==> config.mk <==
export PLATFORM = sky130hd
export DESIGN_NAME = key_byte_hash_bucket_index_flat
export DESIGN_NICKNAME = d
export VERILOG_FILES = /design/src/hdl/kbh_pkg.sv /design/src/hdl/kbh_if.sv /design/src/hdl/kbh_front.sv /design/src/hdl/kbh_queue.sv /design/src/hdl/kbh_back.sv /design/src/hdl/key_byte_hash_bucket_index.sv /design/src/flat_wrapper.sv
export SDC_FILE = /design/constraint.sdc
export NUM_CORES = 1
export LEC_CHECK = 0
export BUFFER_PORTS_ARGS = -buffer_cell sky130_fd_sc_hd__buf_2
export CORE_ASPECT_RATIO = 1.75
export CORE_MARGIN = 2
export CORE_UTILIZATION = 50
export DETAILED_ROUTE_END_ITERATION = 6
export PLACE_DENSITY = 0.76
export SETUP_SLACK_MARGIN = 0.3
export SLEW_MARGIN = 20
export SYNTH_ARGS = -nofsm -noshare
export SYNTH_HDL_FRONTEND = slang
export SYNTH_SLANG_ARGS = --single-unit
==> constraint.sdc <==
create_clock -name clk -period 8.04 [get_ports clk]
set_input_delay 0.402 -clock clk [delete_from_list [all_inputs] [get_ports clk]]
set_output_delay 0.402 -clock clk [all_outputs]
set_load 0.02 [all_outputs]
==> src/hdl/kbh_pkg.sv <==
package kbh_pkg;

  localparam int HASH_W      = 32;
  localparam int INDEX_W     = 31;
  localparam int BYTE_W      = 8;
  localparam int QUEUE_DEPTH = 2;

  localparam logic [HASH_W-1:0] HASH_INIT = 32'd1;
  localparam logic [HASH_W-1:0] STEP_INIT = 32'd4;
  localparam logic [HASH_W-1:0] STEP_INC  = 32'd3;
  localparam logic [HASH_W-1:0] LOW6_MASK = 32'd63;

  typedef enum logic [0:0] {
    REG_BUCKET_SPAN  = 1'b0,
    REG_RECORD_COUNT = 1'b1
  } cfg_reg_t;

  // finished hash handed from the front to the queue
  typedef struct packed {
    logic              valid;
    logic [HASH_W-1:0] hash;
  } kbh_push_t;

  // head of the queue as seen by the back
  typedef struct packed {
    logic              valid;
    logic [HASH_W-1:0] hash;
  } kbh_head_t;

endpackage

==> src/hdl/kbh_if.sv <==
interface kbh_in_if import kbh_pkg::*; ();
  logic              valid;
  logic              ready;
  logic [BYTE_W-1:0] key_byte;
  logic              null_segment;
  logic              last_byte;

  modport source (output valid, key_byte, null_segment, last_byte, input ready);
  modport sink (input valid, key_byte, null_segment, last_byte, output ready);
endinterface

interface kbh_out_if import kbh_pkg::*; ();
  logic               valid;
  logic               ready;
  logic [HASH_W-1:0]  hash_value;
  logic [INDEX_W-1:0] bucket_index;

  modport source (output valid, hash_value, bucket_index, input ready);
  modport sink (input valid, hash_value, bucket_index, output ready);
endinterface

interface kbh_cfg_if import kbh_pkg::*; ();
  logic              valid;
  logic              ready;
  cfg_reg_t          index;
  logic [HASH_W-1:0] data;

  modport source (output valid, index, data, input ready);
  modport sink (input valid, index, data, output ready);
endinterface

==> src/hdl/kbh_front.sv <==
module kbh_front import kbh_pkg::*; (
  input  logic      clk,
  input  logic      rst,
  kbh_in_if.sink    keys,
  input  logic      queue_full,
  output kbh_push_t push
);

  logic [HASH_W-1:0] hash_acc;
  logic [HASH_W-1:0] step_acc;
  logic [HASH_W-1:0] hash_acc_next;
  logic [HASH_W-1:0] step_acc_next;
  logic [HASH_W-1:0] factor;
  logic [HASH_W-1:0] mix;
  logic              accept;

  assign keys.ready = !queue_full;
  assign accept     = keys.valid && keys.ready;

  assign factor = (hash_acc & LOW6_MASK) + step_acc;
  assign mix    = factor * {{(HASH_W-BYTE_W){1'b0}}, keys.key_byte} + (hash_acc << 8);

  always_comb begin
    if (keys.null_segment) begin
      hash_acc_next = hash_acc ^ ((hash_acc << 1) | HASH_W'(1));
      step_acc_next = step_acc;
    end else begin
      hash_acc_next = hash_acc ^ mix;
      step_acc_next = step_acc + STEP_INC;
    end
  end

  assign push.valid = accept && keys.last_byte;
  assign push.hash  = hash_acc_next;

  always_ff @(posedge clk) begin
    if (rst) begin
      hash_acc <= HASH_INIT;
      step_acc <= STEP_INIT;
    end else if (accept) begin
      if (keys.last_byte) begin
        hash_acc <= HASH_INIT;
        step_acc <= STEP_INIT;
      end else begin
        hash_acc <= hash_acc_next;
        step_acc <= step_acc_next;
      end
    end
  end

  a_reload: assert property (@(posedge clk) disable iff (rst)
    push.valid |=> (hash_acc == HASH_INIT) && (step_acc == STEP_INIT))
    else $error("accumulators not reloaded after last byte");

endmodule

==> src/hdl/kbh_queue.sv <==
module kbh_queue import kbh_pkg::*; #(
  parameter int DEPTH = QUEUE_DEPTH
) (
  input  logic      clk,
  input  logic      rst,
  input  kbh_push_t push,
  output logic      full,
  output kbh_head_t head,
  input  logic      take
);

  localparam int PTR_W = (DEPTH > 1) ? $clog2(DEPTH) : 1;
  localparam int CNT_W = $clog2(DEPTH + 1);

  logic [HASH_W-1:0] slots [DEPTH];
  logic [PTR_W-1:0]  wr_ptr;
  logic [PTR_W-1:0]  rd_ptr;
  logic [CNT_W-1:0]  count;

  function automatic logic [PTR_W-1:0] bump(input logic [PTR_W-1:0] p);
    logic [PTR_W-1:0] r;
    if (p == PTR_W'(DEPTH - 1)) r = '0;
    else r = p + PTR_W'(1);
    return r;
  endfunction

  assign full       = (count == CNT_W'(DEPTH));
  assign head.valid = (count != '0);
  assign head.hash  = slots[rd_ptr];

  always_ff @(posedge clk) begin
    if (push.valid) begin
      slots[wr_ptr] <= push.hash;
    end
  end

  always_ff @(posedge clk) begin
    if (rst) begin
      wr_ptr <= '0;
      rd_ptr <= '0;
      count  <= '0;
    end else begin
      if (push.valid) wr_ptr <= bump(wr_ptr);
      if (take) rd_ptr <= bump(rd_ptr);
      if (push.valid && !take) count <= count + CNT_W'(1);
      else if (!push.valid && take) count <= count - CNT_W'(1);
    end
  end

  a_no_overflow: assert property (@(posedge clk) disable iff (rst)
    push.valid |-> !full)
    else $error("request pushed into full queue");

  a_no_underflow: assert property (@(posedge clk) disable iff (rst)
    take |-> head.valid)
    else $error("request taken from empty queue");

  a_count_up: assert property (@(posedge clk) disable iff (rst)
    (push.valid && !take) |=> count == $past(count) + CNT_W'(1))
    else $error("queue count lost a request");

endmodule

==> src/hdl/kbh_back.sv <==
module kbh_back import kbh_pkg::*; (
  input  logic      clk,
  input  logic      rst,
  kbh_cfg_if.sink   cfg,
  input  kbh_head_t head,
  output logic      take,
  kbh_out_if.source results
);

  logic [HASH_W-1:0]  full_mask;
  logic [HASH_W-1:0]  half_mask;
  logic [HASH_W-1:0]  record_count;
  logic [HASH_W-1:0]  full_idx;
  logic [HASH_W-1:0]  sel_idx;
  logic               out_valid;
  logic [HASH_W-1:0]  out_hash;
  logic [INDEX_W-1:0] out_index;

  assign cfg.ready = 1'b1;

  // masks are formed at write time: span - 1 and span/2 - 1, wrapping
  always_ff @(posedge clk) begin
    if (rst) begin
      full_mask    <= '0;
      half_mask    <= '1;
      record_count <= '0;
    end else if (cfg.valid) begin
      unique case (cfg.index)
        REG_BUCKET_SPAN: begin
          full_mask <= cfg.data - HASH_W'(1);
          half_mask <= (cfg.data >> 1) - HASH_W'(1);
        end
        REG_RECORD_COUNT: begin
          record_count <= cfg.data;
        end
      endcase
    end
  end

  assign full_idx = head.hash & full_mask;
  assign sel_idx  = (full_idx < record_count) ? full_idx : (head.hash & half_mask);
  assign take     = head.valid && (!out_valid || results.ready);

  always_ff @(posedge clk) begin
    if (rst) begin
      out_valid <= 1'b0;
    end else if (take) begin
      out_valid <= 1'b1;
    end else if (results.ready) begin
      out_valid <= 1'b0;
    end
  end

  always_ff @(posedge clk) begin
    if (take) begin
      out_hash  <= head.hash;
      out_index <= sel_idx[INDEX_W-1:0];
    end
  end

  assign results.valid        = out_valid;
  assign results.hash_value   = out_hash;
  assign results.bucket_index = out_index;

  a_take_fills: assert property (@(posedge clk) disable iff (rst)
    take |=> out_valid)
    else $error("popped request did not reach output register");

endmodule

==> src/hdl/key_byte_hash_bucket_index.sv <==
// channel  | dir | handshake     | payload
// keys     | in  | valid/ready   | key_byte[7:0], null_segment, last_byte
// results  | out | valid/ready   | hash_value[31:0], bucket_index[30:0]
// cfg      | in  | valid/ready   | index (0 bucket_span, 1 record_count), data[31:0]
//
// One key item per cycle while keys.ready is high; the hash recurrence (one 32x8
// multiply, add, xor) is combinational in the front, registered in the accumulators.
// After its last byte is accepted, a result is written into the queue and, once the
// back takes it, into the output register, which drives results.valid.
// Reset (rst, synchronous) reloads the accumulators to 1 and 4, span 1, record count 0.
// keys.ready drops only while the hash queue is full; a held result stalls the back.
// cfg is always ready.
module key_byte_hash_bucket_index import kbh_pkg::*; #(
  parameter int QUEUE_DEPTH_P = QUEUE_DEPTH
) (
  input  logic      clk,
  input  logic      rst,
  kbh_in_if.sink    keys,
  kbh_out_if.source results,
  kbh_cfg_if.sink   cfg
);

  kbh_push_t push;
  kbh_head_t head;
  logic      queue_full;
  logic      take;

  kbh_front u_front (
    .clk        (clk),
    .rst        (rst),
    .keys       (keys),
    .queue_full (queue_full),
    .push       (push)
  );

  kbh_queue #(
    .DEPTH (QUEUE_DEPTH_P)
  ) u_queue (
    .clk  (clk),
    .rst  (rst),
    .push (push),
    .full (queue_full),
    .head (head),
    .take (take)
  );

  kbh_back u_back (
    .clk     (clk),
    .rst     (rst),
    .cfg     (cfg),
    .head    (head),
    .take    (take),
    .results (results)
  );

endmodule

==> src/flat_wrapper.sv <==
// flat-port wrapper written by rule: the top's interface ports become plain ports
module key_byte_hash_bucket_index_flat import kbh_pkg::*;
#(
  parameter int QUEUE_DEPTH_P = QUEUE_DEPTH
)
  (clk, rst, keys_valid, keys_key_byte, keys_null_segment, keys_last_byte, keys_ready, results_valid, results_hash_value, results_bucket_index, results_ready, cfg_valid, cfg_index, cfg_data, cfg_ready);
  kbh_in_if keys_i ();
  kbh_out_if results_i ();
  kbh_cfg_if cfg_i ();
  input  logic clk;
  input  logic rst;
  input wire logic [$bits(keys_i.valid)-1:0] keys_valid;
  input wire logic [$bits(keys_i.key_byte)-1:0] keys_key_byte;
  input wire logic [$bits(keys_i.null_segment)-1:0] keys_null_segment;
  input wire logic [$bits(keys_i.last_byte)-1:0] keys_last_byte;
  output wire logic [$bits(keys_i.ready)-1:0] keys_ready;
  output wire logic [$bits(results_i.valid)-1:0] results_valid;
  output wire logic [$bits(results_i.hash_value)-1:0] results_hash_value;
  output wire logic [$bits(results_i.bucket_index)-1:0] results_bucket_index;
  input wire logic [$bits(results_i.ready)-1:0] results_ready;
  input wire logic [$bits(cfg_i.valid)-1:0] cfg_valid;
  input wire logic [$bits(cfg_i.index)-1:0] cfg_index;
  input wire logic [$bits(cfg_i.data)-1:0] cfg_data;
  output wire logic [$bits(cfg_i.ready)-1:0] cfg_ready;
  assign keys_i.valid = keys_valid;
  assign keys_i.key_byte = keys_key_byte;
  assign keys_i.null_segment = keys_null_segment;
  assign keys_i.last_byte = keys_last_byte;
  assign keys_ready = keys_i.ready;
  assign results_valid = results_i.valid;
  assign results_hash_value = results_i.hash_value;
  assign results_bucket_index = results_i.bucket_index;
  assign results_i.ready = results_ready;
  assign cfg_i.valid = cfg_valid;
  assign cfg_i.index = cfg_index;
  assign cfg_i.data = cfg_data;
  assign cfg_ready = cfg_i.ready;
  key_byte_hash_bucket_index #(.QUEUE_DEPTH_P(QUEUE_DEPTH_P)) u_core (.clk(clk), .rst(rst), .keys(keys_i), .results(results_i), .cfg(cfg_i));
endmodule
==> results of run 1 <==
-- sequential cells by signal, indices dropped and copies added, names as in the netlist, named ones only --
name / cells
u_core.u_front.hash_acc: 32
u_core.u_back.results.hash_value: 32
u_core.u_front.step_acc: 32
u_core.u_queue.wr_ptr: 1
u_core.u_queue.count: 2
u_core.u_back.results.bucket_index: 31
u_core.u_queue.slots: 64
u_core.u_back.results.valid: 1
u_core.u_back.full_mask: 32
u_core.u_back.record_count: 32
u_core.u_back.half_mask: 31
u_core.u_queue.rd_ptr: 1
-- logic make-up after synthesis --
group	count (synthesis)	share of synthesized area (%)
AND/OR/NAND/NOR	784	18.6
buffers and inverters	421	7.38
AO/OA/AOI/OAI	311	9.12
flip-flops	292	32.7
adder cells (fa/ha/maj)	266	21.5
XOR/XNOR	168	6.96
multiplexers	79	3.65
other	1	0.0172
-- cell type report --
type                    count  area (µm²)  share of cell area [%]
multi-input cells        1609       13200                    55.1
flip-flops and latches    292        7120                    29.6
inverters                 311        1170                    4.86
repair buffers            146         818                    3.41
well taps                 566         708                    2.95
clock buffers              27         676                    2.81
clock inverters            22         284                    1.18
diodes                      1        2.50                  0.0104
-- per-layer routing --
metal	share of wire [%]	vias to the layer above	global-route usage [%]
met5	0	-	0
met4	6.7	0	15.6
met3	4.5	202	2.64
met2	54	550	48.0
met1	35	8068	24.8
li1	-	7705	-
-- cells in the final DEF (no fill, tap or decap), types with 19 or more instances in the layout --
master	instances
inv_1	308
nand2_1	202
fa_1	180
dfxtp_1	163
nor2_1	160
nor2b_1	130
edfxtp_1	127
buf_2	111
xnor2_1	100
a21oi_1	96
ha_1	82
mux2i_1	76
and2_1	74
xor2_1	58
o21ai_0	57
nand2b_1	41
nor3_1	37
buf_4	35
or3_1	31
o211ai_1	28
a211oi_1	27
clkbuf_16	27
a21o_1	26
nand4_1	20
nand3_1	19
-- how the worst max path moves through the flow --
stage | startpoint | to | slack, ps | cells after the start
floorplan | u_core.u_front.step_acc[3]$_SDFFE_PP0P_ | u_core.u_front.hash_acc[31]$_SDFFE_PP0P_ | 990 | 26
global placement | u_core.u_front.step_acc[0]$_SDFFE_PP0P_ | u_core.u_front.hash_acc[31]$_SDFFE_PP0P_ | 240 | 25
detailed placement | u_core.u_front.step_acc[0]$_SDFFE_PP0P_ | u_core.u_front.hash_acc[31]$_SDFFE_PP0P_ | -120 | 25
CTS | u_core.u_front.step_acc[0]$_SDFFE_PP0P_ | u_core.u_front.hash_acc[31]$_SDFFE_PP0P_ | 350 | 28
global route | u_core.u_front.step_acc[2]$_SDFFE_PP1P_ | u_core.u_front.hash_acc[31]$_SDFFE_PP0P_ | 210 | 26
finish | u_core.u_front.hash_acc[5]$_SDFFE_PP0P_ | u_core.u_front.hash_acc[31]$_SDFFE_PP0P_ | 460 | 28
-- worst max-delay path: cells and delay by family (launching register included) --
kind / cells / cell delay [ps]
AOI/OAI and AO/OA: 6 / 1200
xor gates and xnor gates: 2 / 420
adders and majority gates: 6 / 2720
buffers and inverters: 4 / 330
DFF: 1 / 520
and+or+nand+nor: 10 / 2300
-- through the flow --
stage | power [mW] | setup TNS (ps)
after floorplan | 3.53 | 0
after global placement | 4.06 | 0
after detailed placement | 4.14 | -119
after CTS | 5.53 | 0
after global routing | 5.85 | 0
final | 5.53 | 0
-- report_power, final --
part	switching, mW	internal [mW]	leakage, nW
logic	1.36	0.749	7.15
clock network	0.618	0.767	0.450
registers	0.117	1.92	2.56
total	2.09	3.44	10.2
-- repair_timing --
action                     CTS  global route
gates resized for setup      8            20
setup buffers                1             1
pin swaps                    1             4
hold endpoints to repair     0             0
setup endpoints to repair   11            30
==> flow_summary.toml, run 1 <==
[worst_setup_path]
r2r-end = "u_core.u_front.hash_acc[31]$_SDFFE_PP0P_"
required_ps = 8510
crit_path_top_delay_cell = "or4b_2"
path_common_cell = "fa_1"
reg2reg_depth = 28
criticalPathCategory = "reg2reg"
critical_path.startpoint_type = "flop"
cp_slowest_stage_delay_ps = 640
r2r_slack_ps = 460
rr_startpoint = "u_core.u_front.hash_acc[5]$_SDFFE_PP0P_"
cp.arrival_ps = 8050
end_kind = "flop"
crit_fanout = 8

[timing]
finalWorstSetupSlack_ps = 458
slew_violations = 0
setup_viol = 0
hold_ws_ps = 144
max_clock_freq_ghz = 0.132
period_needed_ps = 7580
worst_slew_pin_slew_ps = 1000
rsz0062_at_grt = "yes"
finalClockSkew_ps = 18.5
slew_headroom_pct = 33.2
fin_crit_sh_pct = 94.3
hold_violations = 0

[place]
gp_congestion = 0.966
pre_cts_ws_ps = -119
portBuffers = 112
placedCellCount = 2922
dpl-instance-area_um2 = 22900
dp_hpwl_um = 43100

[synth]
syn_area_um2 = 21700
synth_edf_count = 127
avgSynthCellArea_um2 = 9.37
ys_types = 78
yosysSeqAreaShare_pct = 32.7
syn_inst = 2322
synth_fp_nets = 2636
async_reset_ff_share_pct = 0
synth_area_leaders = "edfxtp_1, fa_1, dfxtp_1"
synth_ff_type = "dfxtp_1"
yosysMostFrequentCell = "inv_1"
synth_top_area_share_pct = 17.5
ys_warn_count = 0
synth_common_cells = "inv_1, nand2_1, fa_1"
synth_largest_area_cell = "edfxtp_1"
synth-seq-cells = 292

[global_route]
overflow = 0
track_usage_pct = 24.8
grt_pass1_vias = 17600
grt_first_pass_wirelength_um = 89000
antenna_found_initial = 1
grt_max_degree = 84

[power]
leakagePower_nw = 10.2
vdd_drop_max_mv = 0.300
p_per_area_nw_per_um2 = 230

[route]
drt_wl_total_um = 55600
vias = 16500
drc_errors = 0
wire_per_inst_um = 18.7
detail-route-antenna-nets = 0
viasPerCell = 5.56
first_pass_iters = 5
drtIter0Drc = 892

[min_path]
hp-start = "cfg_data[31]"
worstHoldEndpoint = "u_core.u_back.record_count[31]$_SDFFE_PP0P_"
hp-class = "in2reg"
hold_depth = 3

[cts]
clkTransAtPathRegs_ps = 70
ctsHoldBuffers = 0
h-tree-depth = 1
clockRootBuffer = "clkbuf_16"
clock_path_buffers = 3
insertion_delay_ps = 550
cts_tree = "built"
cts.sink_count = 292
cts-buffers-inserted = 27

[layout]
area_growth_pct = 10.4
fin_cells = 2974
drive_gt1_share_pct = 10.5
fin_util_pct = 55.6
fin_nets = 2701
fillers = 3775
final_area_um2 = 24000

[die]
ios = 114
coreArea_um2 = 43200
rows = 101
die_y_um = 280
initial_core_util_pct = 50.3
die_x_um = 162
die-area_um2 = 45200

[run_status]
outcome = "finished, final reports clean"

[flow_run]
maxCapViolations = 0
No activity file was read; power rests on OpenSTA's default activity.
==> run 2: changes to the inputs <==
--- a/config.mk
+++ b/config.mk
@@ -10,4 +10,5 @@
 export CORE_MARGIN = 2
 export CORE_UTILIZATION = 50
+export CTS_BUF_LIST = sky130_fd_sc_hd__clkbuf_2
 export DETAILED_ROUTE_END_ITERATION = 6
 export PLACE_DENSITY = 0.76
==> constraint.sdc (replaced) <==
create_clock -name clk -period 8.04 [get_ports clk]
set_input_delay 0.804 -clock clk [delete_from_list [all_inputs] [get_ports clk]]
set_output_delay 0.804 -clock clk [all_outputs]
set_load 0.02 [all_outputs]
==> flow_summary.toml, run 2 (synthesized netlist as in run 1, its figures left out) <==
[run_status]
outcome = "finished, violations left"
violations = "DRC"

[min_path]
hp-class = "in2reg"
hp-start = "cfg_data[25]"

[route]
vias = 16700
wire_per_inst_um = 18.3
viasPerCell = 5.46
first_pass_iters = 7
detail-route-antenna-nets = 0
drtIter0Drc = 921
drt_wl_total_um = 55900
drc_errors = 1

[die]
rows = 101
coreArea_um2 = 43200
die-area_um2 = 45200
die_x_um = 162
ios = 114
initial_core_util_pct = 50.3
die_y_um = 280

[layout]
drive_gt1_share_pct = 13.4
fillers = 3842
area_growth_pct = 9.71
final_cell_mix = "inv_1, nand2_1, fa_1"
largest_reg_flops = 64
top_register = "u_core.u_queue.slots"
final_area_um2 = 23900
fin_nets = 2752
fin_util_pct = 55.2
final_common_cell = "inv_1"

[global_route]
overflow = 0
grt_pass1_vias = 17700
antenna_found_initial = 2
track_usage_pct = 25.0
grt_max_degree = 84
grt_first_pass_wirelength_um = 89300

[power]
leakagePower_nw = 10.3
clkPwrFrac_pct = 20.5
switching_share_pct = 40.1
seqPwrFrac_pct = 39.2
combPwrFrac_pct = 40.3
switchingPower_mw = 2.08
total_power_mw = 5.20
internal_power_mw = 3.12
p_per_area_nw_per_um2 = 218
vdd_drop_max_mv = 0.299

[timing]
period_needed_ps = 7580
max_clock_freq_ghz = 0.132
finalClockSkew_ps = 108
slew_headroom_pct = 23.6
slew_violations = 0
rsz0062_at_grt = "yes"
finalWorstSetupSlack_ps = 465
setup_tns_ps = 0
fin_crit_sh_pct = 94.2
worst_slew_pin_slew_ps = 1140
setup_viol = 0
hold_violations = 0

[place]
dpl-instance-area_um2 = 22900
pre_cts_ws_ps = -35.1
gp_congestion = 0.965
dp_hpwl_um = 42900
portBuffers = 112

[worst_setup_path]
critPathLaunch = "u_core.u_front.step_acc[0]$_SDFFE_PP0P_"
end_kind = "flop"
critical_path.startpoint_type = "flop"
cp.arrival_ps = 8320
crit_fanout = 8
criticalPathCategory = "reg2reg"
required_ps = 8790
rr_startpoint = "u_core.u_front.step_acc[0]$_SDFFE_PP0P_"

[cts]
cts_tree = "built"
h-tree-depth = 3
clockRootBuffer = "clkbuf_2"
cts-buffers-inserted = 69
clock_path_buffers = 3
clkTransAtPathRegs_ps = 120
insertion_delay_ps = 960
cts.sink_count = 292

[flow_run]
maxCapViolations = 0
==> run 2: changes by cell type in the layout (fill, tap and decap cells not counted), sizes merged <==
cell / change
clkinv: +14
clkinvlp: -5
diode: +2
bufinv: -1
clkbuf: +75
buf: +9
inv: -5
==> run 2: worst max-delay path, stage by stage (launching register included) <==
cell and delay [ps]:
dfxtp_2 380, ha_1 220, inv_1 70, fa_1 420
nor2b_2 140, o31a_1 340, buf_4 170, o21a_1 100
nor2_1 60, xnor2_2 190, and2_1 210, fa_1 560
fa_1 450, fa_1 540, inv_1 50, fa_1 550
inv_1 50, ha_1 300, o21ai_0 180, o21ai_0 700
nand4_1 430, nand2_1 210, a21oi_1 110, a21oi_2 170
mux2_2 350, o311ai_0 350, o41ai_1 130
==> run 2: power by group through the flow <==
stage	logic (mW)	clock network [mW]	registers (mW)
2_1_floorplan	1.28	0	2.25
3_3_place_gp	2.00	0	2.06
3_5_place_dp	2.07	0	2.07
4_1_cts	2.08	1.09	2.04
5_1_grt	2.32	1.16	2.06
6_report	2.10	1.07	2.04
==> run 2: what timing repair did <==
| action | in CTS | in global routing |
|---|---|---|
| hold buffers | 0 | 0 |
| pin swaps | 0 | 11 |
| buffers inserted | 0 | 10 |
| resized for setup | 9 | 26 |
| setup endpoints to repair | 8 | 31 |
==> run 2: cell type report <==
cell class                      count  area [µm²]  area share, %
Antenna cell                        3        7.51         0.0315
Clock buffer                      102         510           2.14
Clock inverter                     25         189          0.792
Inverter                          311        1170           4.89
Multi-Input combinational cell   1609       13300           55.6
Sequential cell                   292        7120           29.9
Tap cell                          566         708           2.97
Timing Repair Buffer              155         898           3.76
==> run 2: through the flow <==
step / cells / hold slack (ps)
after CTS: 3050 / 72.0
after floorplan: 2322 / 433
after global placement: 2923 / 442
after global routing: 3062 / 99.2
after detailed placement: 2923 / 447
final: 3063 / 146
==> run 2: path summary, 6_finish.rpt <==
kind              slack (ps)  cells past startpoint                                     endpoint
setup / recovery         460                     26     u_core.u_front.hash_acc[30]$_SDFFE_PP0P_
hold / removal           150                      3  u_core.u_back.record_count[25]$_SDFFE_PP0P_
hold reg to reg          460                      2  u_core.u_back.record_count[26]$_SDFFE_PP0P_
setup reg to reg         460                     26     u_core.u_front.hash_acc[30]$_SDFFE_PP0P_
==> run 2: metal layers <==
layer | track usage [%] | vias up | share of wire [%]
met5 | 0 | - | 0
met4 | 16.1 | 0 | 6.4
met3 | 3.97 | 211 | 5.1
met2 | 47.9 | 569 | 55
met1 | 24.6 | 8088 | 34
li1 | - | 7844 | -
